==> config.mk <==
export PLATFORM = sky130hd
export DESIGN_NAME = ppmr_ctrl_flat
export DESIGN_NICKNAME = d
export VERILOG_FILES = /design/src/hdl/ppmr_pkg.sv /design/src/hdl/ppmr_in_if.sv /design/src/hdl/ppmr_ctrl.sv /design/src/flat_wrapper.sv
export SDC_FILE = /design/constraint.sdc
export NUM_CORES = 1
export LEC_CHECK = 0
export ABC_AREA = 1
export BUFFER_PORTS_ARGS = -buffer_cell sky130_fd_sc_hd__buf_2
export CORE_MARGIN = 8
export CORE_UTILIZATION = 49
export DETAILED_ROUTE_END_ITERATION = 12
export PLACE_DENSITY = 0.77
export SETUP_SLACK_MARGIN = 0.1
export SLEW_MARGIN = 20
export SYNTH_ARGS = -nofsm -noshare
export SYNTH_HDL_FRONTEND = slang
export SYNTH_SLANG_ARGS = --single-unit
==> constraint.sdc <==
create_clock -name i_clk -period 2.4 [get_ports i_clk]
set_input_delay 0.48 -clock i_clk [delete_from_list [all_inputs] [get_ports i_clk]]
set_output_delay 0.48 -clock i_clk [all_outputs]
set_load 0.02 [all_outputs]
==> src/hdl/ppmr_pkg.sv <==
// ---------------------------------------------------------------------------
// ppmr_pkg: pulse power meter readout package
// Shared widths, register indexes, reset values and the structs that pass
// between the control stage and the multiply stage.
// ---------------------------------------------------------------------------
package ppmr_pkg;

    localparam int COUNT_BITS_DEF = 16;

    localparam int SCALE_W  = 32;
    localparam int PERIOD_W = 16;
    localparam int TOTAL_W  = 32;
    localparam int VALUE_W  = 48;
    localparam int ENERGY_W = 64;
    localparam int CFG_IDX_W = 3;

    typedef logic [CFG_IDX_W-1:0] t_cfg_idx;

    localparam t_cfg_idx CFG_POWER_SCALE      = 3'd0;
    localparam t_cfg_idx CFG_CURRENT_SCALE    = 3'd1;
    localparam t_cfg_idx CFG_VOLTAGE_SCALE    = 3'd2;
    localparam t_cfg_idx CFG_ENERGY_SCALE     = 3'd3;
    localparam t_cfg_idx CFG_MODE_PERIOD      = 3'd4;
    localparam t_cfg_idx CFG_START_IN_CURRENT = 3'd5;
    localparam t_cfg_idx CFG_ENERGY_ENABLE    = 3'd6;

    localparam logic [PERIOD_W-1:0] MODE_PERIOD_RST = 16'd6;
    localparam logic                START_CUR_RST   = 1'b1;
    localparam logic                ENERGY_EN_RST   = 1'b1;

    // items swallowed after reset before results start
    localparam logic [1:0] WARMUP_ITEMS = 2'd2;

    typedef struct packed {
        logic [SCALE_W-1:0] power_scale;
        logic [SCALE_W-1:0] current_scale;
        logic [SCALE_W-1:0] voltage_scale;
        logic [SCALE_W-1:0] energy_scale;
    } t_scales;

    typedef struct packed {
        logic aux_valid;
        logic aux_is_current;
        logic select_level;
    } t_s1_flags;

endpackage

==> src/hdl/ppmr_in_if.sv <==
// ---------------------------------------------------------------------------
// ppmr_in_if: input channel
// Valid/ready channel carrying the per-interval pulse counts.
// ---------------------------------------------------------------------------
interface ppmr_in_if
    import ppmr_pkg::*;
#(
    parameter int COUNT_BITS = COUNT_BITS_DEF
) ();
    logic                  valid;
    logic                  ready;
    logic [COUNT_BITS-1:0] power_pulses;
    logic [COUNT_BITS-1:0] aux_pulses;

    modport source (output valid, output power_pulses, output aux_pulses, input ready);
    modport sink   (input valid, input power_pulses, input aux_pulses, output ready);
endinterface

==> src/hdl/ppmr_ctrl.sv <==
// ---------------------------------------------------------------------------
// ppmr_ctrl: configuration registers, interval state and input stage
// Holds the warm-up count, mode tick count, select mode and pulse total,
// updates them per accepted transaction and registers the stage-1 item.
// ---------------------------------------------------------------------------
module ppmr_ctrl
    import ppmr_pkg::*;
#(
    parameter int COUNT_BITS = COUNT_BITS_DEF
) (
    input  logic                  i_clk,
    input  logic                  i_rst_n,
    input  logic                  i_cfg_we,
    input  t_cfg_idx              i_cfg_index,
    input  logic [SCALE_W-1:0]    i_cfg_data,
    ppmr_in_if.sink               i_in,
    input  logic                  i_s1_take,
    output logic                  o_s1_valid,
    output logic [COUNT_BITS-1:0] o_s1_power,
    output logic [COUNT_BITS-1:0] o_s1_aux,
    output logic [TOTAL_W-1:0]    o_s1_total,
    output t_s1_flags             o_s1_flags,
    output t_scales               o_scales
);

    t_scales             r_scales;
    logic [PERIOD_W-1:0] r_period;
    logic                r_energy_en;

    logic [1:0]          r_warm, n_warm;
    logic [PERIOD_W-1:0] r_tick, n_tick;
    logic                r_sel, n_sel;
    logic [TOTAL_W-1:0]  r_total, n_total;
    logic                r_s1_valid, n_s1_valid;

    logic [COUNT_BITS-1:0] r_s1_power;
    logic [COUNT_BITS-1:0] r_s1_aux;
    logic [TOTAL_W-1:0]    r_s1_total;
    t_s1_flags             r_s1_flags;

    logic                w_accept;
    logic                w_warm_done;
    logic [TOTAL_W:0]    w_sum;

    assign i_in.ready  = !r_s1_valid || i_s1_take;
    assign w_accept    = i_in.valid && i_in.ready;
    assign w_warm_done = (r_warm >= WARMUP_ITEMS);
    assign w_sum       = {1'b0, r_total} + (TOTAL_W+1)'(i_in.power_pulses);

    always_comb begin
        n_warm     = r_warm;
        n_tick     = r_tick;
        n_sel      = r_sel;
        n_total    = r_total;
        n_s1_valid = i_s1_take ? 1'b0 : r_s1_valid;
        if (w_accept) begin
            if (!w_warm_done) begin
                n_warm = r_warm + 2'd1;
            end else begin
                n_s1_valid = 1'b1;
                if (r_energy_en) begin
                    n_total = w_sum[TOTAL_W] ? '1 : w_sum[TOTAL_W-1:0];
                end
                if (r_tick == r_period) begin
                    n_tick = '0;
                    n_sel  = ~r_sel;
                end else begin
                    n_tick = r_tick + PERIOD_W'(1);
                end
            end
        end
        // start mode write lands on the live mode only during warm-up;
        // afterwards it has no effect, and reset restores the default
        if (i_cfg_we && (i_cfg_index == CFG_START_IN_CURRENT) && !w_warm_done) begin
            n_sel = i_cfg_data[0];
        end
    end

    always_ff @(posedge i_clk) begin
        if (!i_rst_n) begin
            r_scales    <= '0;
            r_period    <= MODE_PERIOD_RST;
            r_energy_en <= ENERGY_EN_RST;
            r_warm      <= '0;
            r_tick      <= '0;
            r_sel       <= START_CUR_RST;
            r_total     <= '0;
            r_s1_valid  <= 1'b0;
        end else begin
            r_warm     <= n_warm;
            r_tick     <= n_tick;
            r_sel      <= n_sel;
            r_total    <= n_total;
            r_s1_valid <= n_s1_valid;
            if (i_cfg_we) begin
                case (i_cfg_index)
                    CFG_POWER_SCALE:      r_scales.power_scale   <= i_cfg_data;
                    CFG_CURRENT_SCALE:    r_scales.current_scale <= i_cfg_data;
                    CFG_VOLTAGE_SCALE:    r_scales.voltage_scale <= i_cfg_data;
                    CFG_ENERGY_SCALE:     r_scales.energy_scale  <= i_cfg_data;
                    CFG_MODE_PERIOD:      r_period    <= i_cfg_data[PERIOD_W-1:0];
                    CFG_ENERGY_ENABLE:    r_energy_en <= i_cfg_data[0];
                    default: ;
                endcase
            end
        end
    end

    // stage-1 payload; counts of 0 or 1 read as zero
    always_ff @(posedge i_clk) begin
        if (w_accept && w_warm_done) begin
            r_s1_power <= (i_in.power_pulses > COUNT_BITS'(1)) ? i_in.power_pulses : '0;
            r_s1_aux   <= (i_in.aux_pulses > COUNT_BITS'(1)) ? i_in.aux_pulses : '0;
            r_s1_total <= n_total;
            r_s1_flags.aux_valid      <= (r_tick != '0);
            r_s1_flags.aux_is_current <= r_sel;
            r_s1_flags.select_level   <= n_sel;
        end
    end

    assign o_s1_valid = r_s1_valid;
    assign o_s1_power = r_s1_power;
    assign o_s1_aux   = r_s1_aux;
    assign o_s1_total = r_s1_total;
    assign o_s1_flags = r_s1_flags;
    assign o_scales   = r_scales;

endmodule

==> src/flat_wrapper.sv <==
// flat-port wrapper written by rule: the top's interface ports become plain ports
module ppmr_ctrl_flat import ppmr_pkg::*;
#(
    parameter int COUNT_BITS = COUNT_BITS_DEF
)
  (i_clk, i_rst_n, i_cfg_we, i_cfg_index, i_cfg_data, i_s1_take, o_s1_valid, o_s1_power, o_s1_aux, o_s1_total, o_s1_flags, o_scales, i_in_valid, i_in_power_pulses, i_in_aux_pulses, i_in_ready);
  ppmr_in_if #(.COUNT_BITS(COUNT_BITS)) i_in_i ();
  input  logic i_clk;
  input  logic i_rst_n;
  input  logic i_cfg_we;
  input  t_cfg_idx i_cfg_index;
  input  logic [SCALE_W-1:0] i_cfg_data;
  input  logic i_s1_take;
  output logic o_s1_valid;
  output logic [COUNT_BITS-1:0] o_s1_power;
  output logic [COUNT_BITS-1:0] o_s1_aux;
  output logic [TOTAL_W-1:0] o_s1_total;
  output t_s1_flags o_s1_flags;
  output t_scales o_scales;
  input wire logic [$bits(i_in_i.valid)-1:0] i_in_valid;
  input wire logic [$bits(i_in_i.power_pulses)-1:0] i_in_power_pulses;
  input wire logic [$bits(i_in_i.aux_pulses)-1:0] i_in_aux_pulses;
  output wire logic [$bits(i_in_i.ready)-1:0] i_in_ready;
  assign i_in_i.valid = i_in_valid;
  assign i_in_i.power_pulses = i_in_power_pulses;
  assign i_in_i.aux_pulses = i_in_aux_pulses;
  assign i_in_ready = i_in_i.ready;
  ppmr_ctrl #(.COUNT_BITS(COUNT_BITS)) u_core (.i_clk(i_clk), .i_rst_n(i_rst_n), .i_cfg_we(i_cfg_we), .i_cfg_index(i_cfg_index), .i_cfg_data(i_cfg_data), .i_in(i_in_i), .i_s1_take(i_s1_take), .o_s1_valid(o_s1_valid), .o_s1_power(o_s1_power), .o_s1_aux(o_s1_aux), .o_s1_total(o_s1_total), .o_s1_flags(o_s1_flags), .o_scales(o_scales));
endmodule
==> reports/results.tsv, run 1 <==
stage	metric	value	unit
flow_run	MaxCap Viol Count	0	
setup_path	crit path max-delay cell type	fa_2	
routing	met3 WL post-DR	3270	um
synthesis	post-synthesis sequential area ratio	52.5	%
cells_and_area	Final #Nets	1760	
synthesis	synth unique cells	40	
timing	Fin Hold WS	0.126	ns
global_routing	GR Overflow Total	0	
setup_path	crit end category	flip-flop	
synthesis	top cells by count, synth	nor2_1 (277), nand2_1 (226), dfxtp_1 (197), o21ai_0 (155), inv_1 (148)	
floorplanning	Die ar.	0.0283	mm^2
synthesis	Synth Instances	1426	
routing	DR vias/cell	5.18	
floorplanning	core area	0.0227	mm^2
synthesis	syn avg cell area	7.96	um^2
timing	RSZ-0062 raised after global routing	false	
cells_and_area	ratio of cells with drive above 1 in the final layout	23.6	%
timing	achievable frequency	0.465	GHz
floorplanning	die height	168	um
placed_design	setup slack at placement	-0.0234	ns
placed_design	number of I/O port buffers	268	
timing	Tmin final	2.15	ns
synthesis	most numerous cell in the Yosys netlist	nor2_1	
clocking	CTS tree	built	
hold_path	hold_sp	i_in_aux_pulses[8]	
pwr	PwrDens	804	mW/mm^2
synthesis	Synth top area share	34.7	%
hold_path	hold worst-path end	u_core.o_s1_aux[8]	
synthesis	Synth Net Count	1518	
setup_path	crit-path cells	ha_1 > fa_2 > nand3_1 > nand3_2 > nand3_1 > nand2_2 > nand3_1 > nand2_2 > nand3_4 > buf_12 > nand3_1	
timing	Fin Clk Skew	0.0218	ns
setup_path	reg2reg end	u_core.o_s1_total[31]	
timing	actual slew at the worst max-slew pin	1.01	ns
outcome	outcome	completed	
floorplanning	row count	55	
global_routing	global-route wire length before repair	52500	um
floorplanning	Starting Density	50.0	%
setup_path	worst path buffer plus inverter count	1	
cells_and_area	n_diodes	0	
clocking	H-tree Lvls	1	
pwr	Static Leak	6.76	nW
setup_path	CP max stage delay	0.35	ns
routing	DR WL/cell	16.5	um
placed_design	RD Place Congestion	0.906	
timing	Final Max Slew Viols	0	
hold_path	Hold Path Class	primary input to flip-flop	
routing	1st-iter DRT viols	732	
synthesis	synthesized cell area	0.0114	mm^2
global_routing	vias in the first global route	10200	
synthesis	EDFF count, synth	67	
setup_path	cells on worst reg2reg path	11	
setup_path	CP Class	flip-flop to flip-flop	
pwr	VDD IR max	0.760	mV
synthesis	Warnings, synthesis	0	
setup_path	critical path launch point type	flip-flop	
clocking	Root Driver	clkbuf_16	
routing	DR WL met2	15000	um
timing	Max-slew headroom	32.0	%
floorplanning	IO Pins	269	
setup_path	R2R Setup Slk	0.25	ns
global_routing	antenna violations before repair	2	
floorplanning	Die Width	168	um
routing	Routed Antenna Nets	0	
timing	PnR worst setup slack	0.249	ns
setup_path	WP data required	2.68	ns
setup_path	peak fanout along the critical path	8	
routing	Top Layer Used	met5	
synthesis	Seq cells post-synth	264	
timing	Final Hold Viols	0	
routing	number of detailed-route iterations in the first pass	4	
cells_and_area	Layout area overhead	23.9	%
hold_path	hold path depth	1	
global_routing	GRT Resource Usage Total	22.4	%
routing	drt total wl	32600	um
placed_design	hpwl dp	23400	um
synthesis	cell taking the most area after synthesis	dfxtp_1	
routing	M1 WL	13500	um
clocking	CTS buffer count	28	
setup_path	CP most frequent cell	nand3_1	
timing	setup_tns	0	ns
synthesis	Synth area leaders	dfxtp_1 (35%), edfxtp_1 (18%), nor2_1 (9.2%)	
routing	Via Count	10200	
setup_path	Worst EP arrival	2.43	ns
clocking	Clock Path Buffers	3	
synthesis	Post-synth top flop	dfxtp_1	
timing	fin crit share	89.6	%
setup_path	top cell family by delay on the critical path	simple AND/OR/NAND/NOR gates	
setup_path	RR Startpoint	u_core.r_total[0]	
clocking	Clock transition at path regs	0.06	ns
timing	final setup violation count	0	
routing	DRC viols	0	
synthesis	Synth async-reset ratio	0	%
clocking	CTS sink count	264	
global_routing	largest net degree at the start of global routing	75	
clocking	later-pin clock latency in the skew report	0.56	ns
==> where the power goes <==
part           internal [W]  leakage, nW  switching (W)
Combinational      0.000476         4.05        0.00101
Clock               0.00298        0.492        0.00189
Sequential          0.00484         2.22       0.000107
Total               0.00830         6.76        0.00302
==> logic make-up after synthesis <==
group	Yosys count	share of synthesized area (%)
flops	264	52.5
fa+ha+maj	20	2.27
xor+xnor	22	1.70
buf+inv	242	8.25
compound gates	228	10.3
simple gates	650	25.0
==> through the flow <==
step                      total power [W]  instances  cell area (um^2)  utilization [%]
after floorplan                   0.00598       1426             11400                -
after global placement            0.00650       1923             13000             57.3
after detailed placement          0.00653       1923             13000             57.3
after CTS                          0.0114       1975             14100             61.9
after global routing               0.0117       1975             14100             62.0
final                              0.0113       1975             14100             62.0
==> worst register-to-register path: cells and delay by family, from the launching register on <==
kind	cells	cell delay [ns]
adder cells (fa/ha/maj)	2	0.56
buffers and inverters	1	0.16
flip-flops	1	0.32
AND/OR/NAND/NOR	8	0.85
==> area by class of cell <==
class / instances / area [um^2]
clock buffer: 31 / 732
clock inverter: 21 / 329
fill: 1967 / 8640
inverter: 157 / 592
multi-input combinational: 920 / 4480
sequential: 264 / 5960
tap: 285 / 357
timing repair buffer: 297 / 1620
==> routing by layer <==
layer / vias to the layer above / GRT usage, %
met5: - / 0
met3: 63 / 7.48
li1: 5061 / -
met4: 4 / 6.48
met1: 4708 / 26.5
met2: 391 / 37.9
==> worst max path at each step <==
stage | cells after the start | startpoint | slack, ns | to
after global placement | 13 | i_in_power_pulses[0] | 0.06 | u_core.o_s1_total[2]
after detailed placement | 13 | i_in_power_pulses[0] | -0.02 | u_core.o_s1_total[2]
after CTS | 12 | u_core.r_total[0] | 0.26 | u_core.o_s1_total[2]
after global routing | 12 | u_core.r_total[0] | 0.10 | u_core.o_s1_total[2]
final | 11 | u_core.r_total[0] | 0.25 | u_core.o_s1_total[31]
after floorplan | 13 | i_in_power_pulses[0] | 0.12 | u_core.o_s1_total[29]
==> state kept, by name (all words and copies together) (netlist names) <==
| register | flops |
|---|---|
| u_core.r_total | 32 |
| u_core.o_scales | 128 |
| u_core.r_warm | 2 |
| u_core.o_s1_valid | 1 |
| u_core.r_tick | 16 |
| u_core.r_energy_en | 1 |
| u_core.o_s1_power | 16 |
| u_core.o_s1_flags | 3 |
| u_core.r_period | 16 |
| u_core.o_s1_aux | 16 |
| u_core.o_s1_total | 32 |
| u_core.r_sel | 1 |
==> placed cells by master (no fill, tap or decap), drive strengths merged <==
cell type / instances
or2: 5
bufinv: 7
nor3: 22
a41oi: 2
o21bai: 1
a31oi: 2
nand3b: 12
nor3b: 5
xor2: 6
inv: 155
ha: 19
o21ai: 158
fa: 1
o311ai: 1
o211ai: 1
buf: 297
xnor2: 16
nor4: 10
edfxtp: 67
clkinv: 8
nor2: 282
a21oi: 63
nand2: 229
nand4: 17
nand3: 65
dfxtp: 197
and2: 3
clkinvlp: 8
clkbuf: 31
==> repair_timing <==
item | CTS | global route
hold buffers | 0 | 0
resized for setup | 0 | 1
endpoints found under the setup margin | 0 | 1
buffers inserted | 0 | 0
endpoints found under the hold margin | 0 | 0
No activity file was read; power rests on OpenSTA's default activity.
==> inputs of run 2 (changes only) <==
- BUFFER_PORTS_ARGS: -buffer_cell sky130_fd_sc_hd__buf_2 -> -buffer_cell sky130_fd_sc_hd__buf_4
- RECOVER_POWER: not set -> 100
==> reports/results.tsv, run 2 (synthesis results as in run 1) <==
stage	metric	value	unit	change
outcome	outcome	finished with violations		
outcome	failing checks	capacitance limit, slew limit		
flow_run	MaxCap Viol Count	1		+1
routing	Via Count	10200		-0.15%
timing	final setup violation count	0		unchanged
clocking	Clock transition at path regs	0.06	ns	about the same
global_routing	global-route wire length before repair	52800	um	+0.62%
setup_path	crit end category	flip-flop		
placed_design	post-placement cell count	1920		-0.16%
cells_and_area	final cell count without fillers	1968		-0.35%
clocking	post-CTS setup buffers	0		unchanged
pwr	Clock Power Share	39.4	%	-3.7 points
timing	RSZ-0062 raised after global routing	false		
floorplanning	row count	55		unchanged
clocking	H-tree Lvls	1		unchanged
cells_and_area	Register Area	0.00596	mm^2	unchanged
hold_path	Hold Path Class	primary input to flip-flop		
timing	Fin Hold WS	0.147	ns	+0.0216 ns
timing	Tmin final	2.21	ns	+0.0619 ns
setup_path	CP Class	flip-flop to flip-flop		
floorplanning	IO Pins	269		unchanged
timing	Final Hold Viols	0		unchanged
global_routing	antenna violations before repair	0		-2
pwr	VDD IR max	0.560	mV	-26%
routing	drt total wl	33100	um	+1.7%
pwr	PwrDens	776	mW/mm^2	-3.5%
timing	actual slew at the worst max-slew pin	1.50	ns	+0.487 ns
floorplanning	Die Width	168	um	unchanged
global_routing	GRT Resource Usage Total	22.6	%	+0.21 points
pwr	combinational power share	13.6	%	+0.4 points
routing	DRC viols	0		unchanged
routing	1st-iter DRT viols	520		-29%
cells_and_area	Multi-input gate area	0.00439	mm^2	-2.0%
global_routing	largest net degree at the start of global routing	83		+11%
placed_design	hpwl dp	24200	um	+3.3%
setup_path	peak fanout along the critical path	7		-1
cells_and_area	Filler cells	2202		+12%
routing	number of detailed-route iterations in the first pass	7		+3
floorplanning	Starting Density	50.0	%	unchanged
placed_design	number of I/O port buffers	268		unchanged
placed_design	setup slack at placement	0.00994	ns	+0.0334 ns
setup_path	Worst EP arrival	2.50	ns	+0.07 ns
floorplanning	Die ar.	0.0283	mm^2	unchanged
pwr	Seq pwr share	47.0	%	+3.2 points
cells_and_area	most frequent cells in the layout	nor2_1 (274), nand2_1 (228), clkbuf_1 (227)		
cells_and_area	max reg flops	128		unchanged
global_routing	GR Overflow Total	0		unchanged
clocking	Root Driver	clkbuf_16		
clocking	CTS tree	built		
cells_and_area	commonest non-fill, non-tap cell in the layout	nor2_1		
cells_and_area	ratio of cells with drive above 1 in the final layout	8.73	%	-15 points
timing	setup_tns	0	ns	unchanged
clocking	Clock Path Buffers	3		unchanged
timing	PnR worst setup slack	0.187	ns	-0.0619 ns
pwr	Static Leak	5.84	nW	-14%
routing	DR WL/cell	16.8	um	+2.0%
setup_path	critical path launch point type	flip-flop		
cells_and_area	n_diodes	0		unchanged
timing	Max-slew headroom	-0.0571	%	-32 points
placed_design	RD Place Congestion	0.920		+1.6%
floorplanning	core area	0.0227	mm^2	unchanged
clocking	CTS sink count	264		unchanged
setup_path	WP data required	2.68	ns	about the same
setup_path	R2R Setup Slk	0.19	ns	-0.06 ns
global_routing	vias in the first global route	10200		-0.58%
pwr	Switch Pwr	0.00285	W	-5.5%
cells_and_area	Final #Nets	1756		-0.23%
clocking	CTS buffer count	27		-3.6%
clocking	later-pin clock latency in the skew report	0.55	ns	about the same
floorplanning	die height	168	um	unchanged
timing	fin crit share	92.2	%	+2.6 points
pwr	switching share of power	27.0	%	+0.34 points
timing	Final Max Slew Viols	17		+17
pwr	internal cell power	0.00770	W	-7.2%
timing	Fin Clk Skew	0.0106	ns	-0.0112 ns
routing	DR vias/cell	5.19		+0.21%
routing	Routed Antenna Nets	0		unchanged
cells_and_area	Layout area overhead	19.8	%	
timing	achievable frequency	0.452	GHz	-2.8%
## run 2: changes by cell type in the layout (fill, tap and decap cells not counted), sizes merged
| cell | previous run | this run |
|---|---|---|
| clkbuf | 31 | 271 |
| buf | 297 | 63 |
| clkinvlp | 8 | 0 |
| bufinv | 7 | 2 |
| clkinv | 8 | 7 |
| inv | 155 | 156 |
## run 2: power by group through the flow
stage | clock [W] | sequential, W | combinational [W]
floorplan | 0 | 0.00526 | 0.000719
global placement | 0 | 0.00505 | 0.00158
detailed placement | 0 | 0.00506 | 0.00160
CTS | 0.00423 | 0.00496 | 0.00161
global route | 0.00439 | 0.00498 | 0.00160
finish | 0.00415 | 0.00496 | 0.00144
## run 2: critical path, cell delays in order, from the launching register on
cell	delay [ns]
dfxtp_1	0.31
ha_1	0.20
fa_1	0.40
nand3_1	0.11
nand3_2	0.09
nand3_1	0.08
nand2_1	0.10
nand3_1	0.11
nand2_2	0.10
nand3_4	0.16
clkbuf_2	0.18
nand3_2	0.10
## run 2: area by class of cell
type | count | share of cell area (%)
inverters | 157 | 4.35
clock buffers | 40 | 5.63
repair buffers | 294 | 10.6
clock inverters | 8 | 0.773
flip-flops and latches | 264 | 43.8
multi-input cells | 920 | 32.3
well taps | 285 | 2.62
## run 2: worst paths after layout
check	from	to	cells past startpoint
setup / recovery	u_core.r_total[0]	u_core.o_s1_total[30]	11
hold / removal	i_in_aux_pulses[3]	u_core.o_s1_aux[3]	1
setup reg to reg	u_core.r_total[0]	u_core.o_s1_total[30]	11
hold reg to reg	u_core.o_scales[25]	u_core.o_scales[25]	2
## run 2: timing repair
| item | 4_1_cts | 5_1_grt |
|---|---|---|
| resized for setup | 0 | 2 |
| hold buffers | 0 | 0 |
| setup endpoints to repair | 0 | 2 |
## run 2: per-layer routing
layer | global-route usage, % | vias to the layer above | share of wire (%)
li1 | - | 5045 | -
met4 | 5.40 | 0 | 2.1
met5 | 0 | - | 0
met3 | 8.28 | 52 | 10
met2 | 38.2 | 375 | 46
met1 | 26.9 | 4740 | 42
## run 2: per-stage QoR
step                      total power, W  util [%]  area (um^2)
after global placement           0.00663      60.1        13600
after CTS                         0.0108      63.9        14500
after detailed placement         0.00666      60.1        13600
after global routing              0.0110      59.9        13600
final                             0.0106      59.9        13600
after floorplan                  0.00598         -        11400
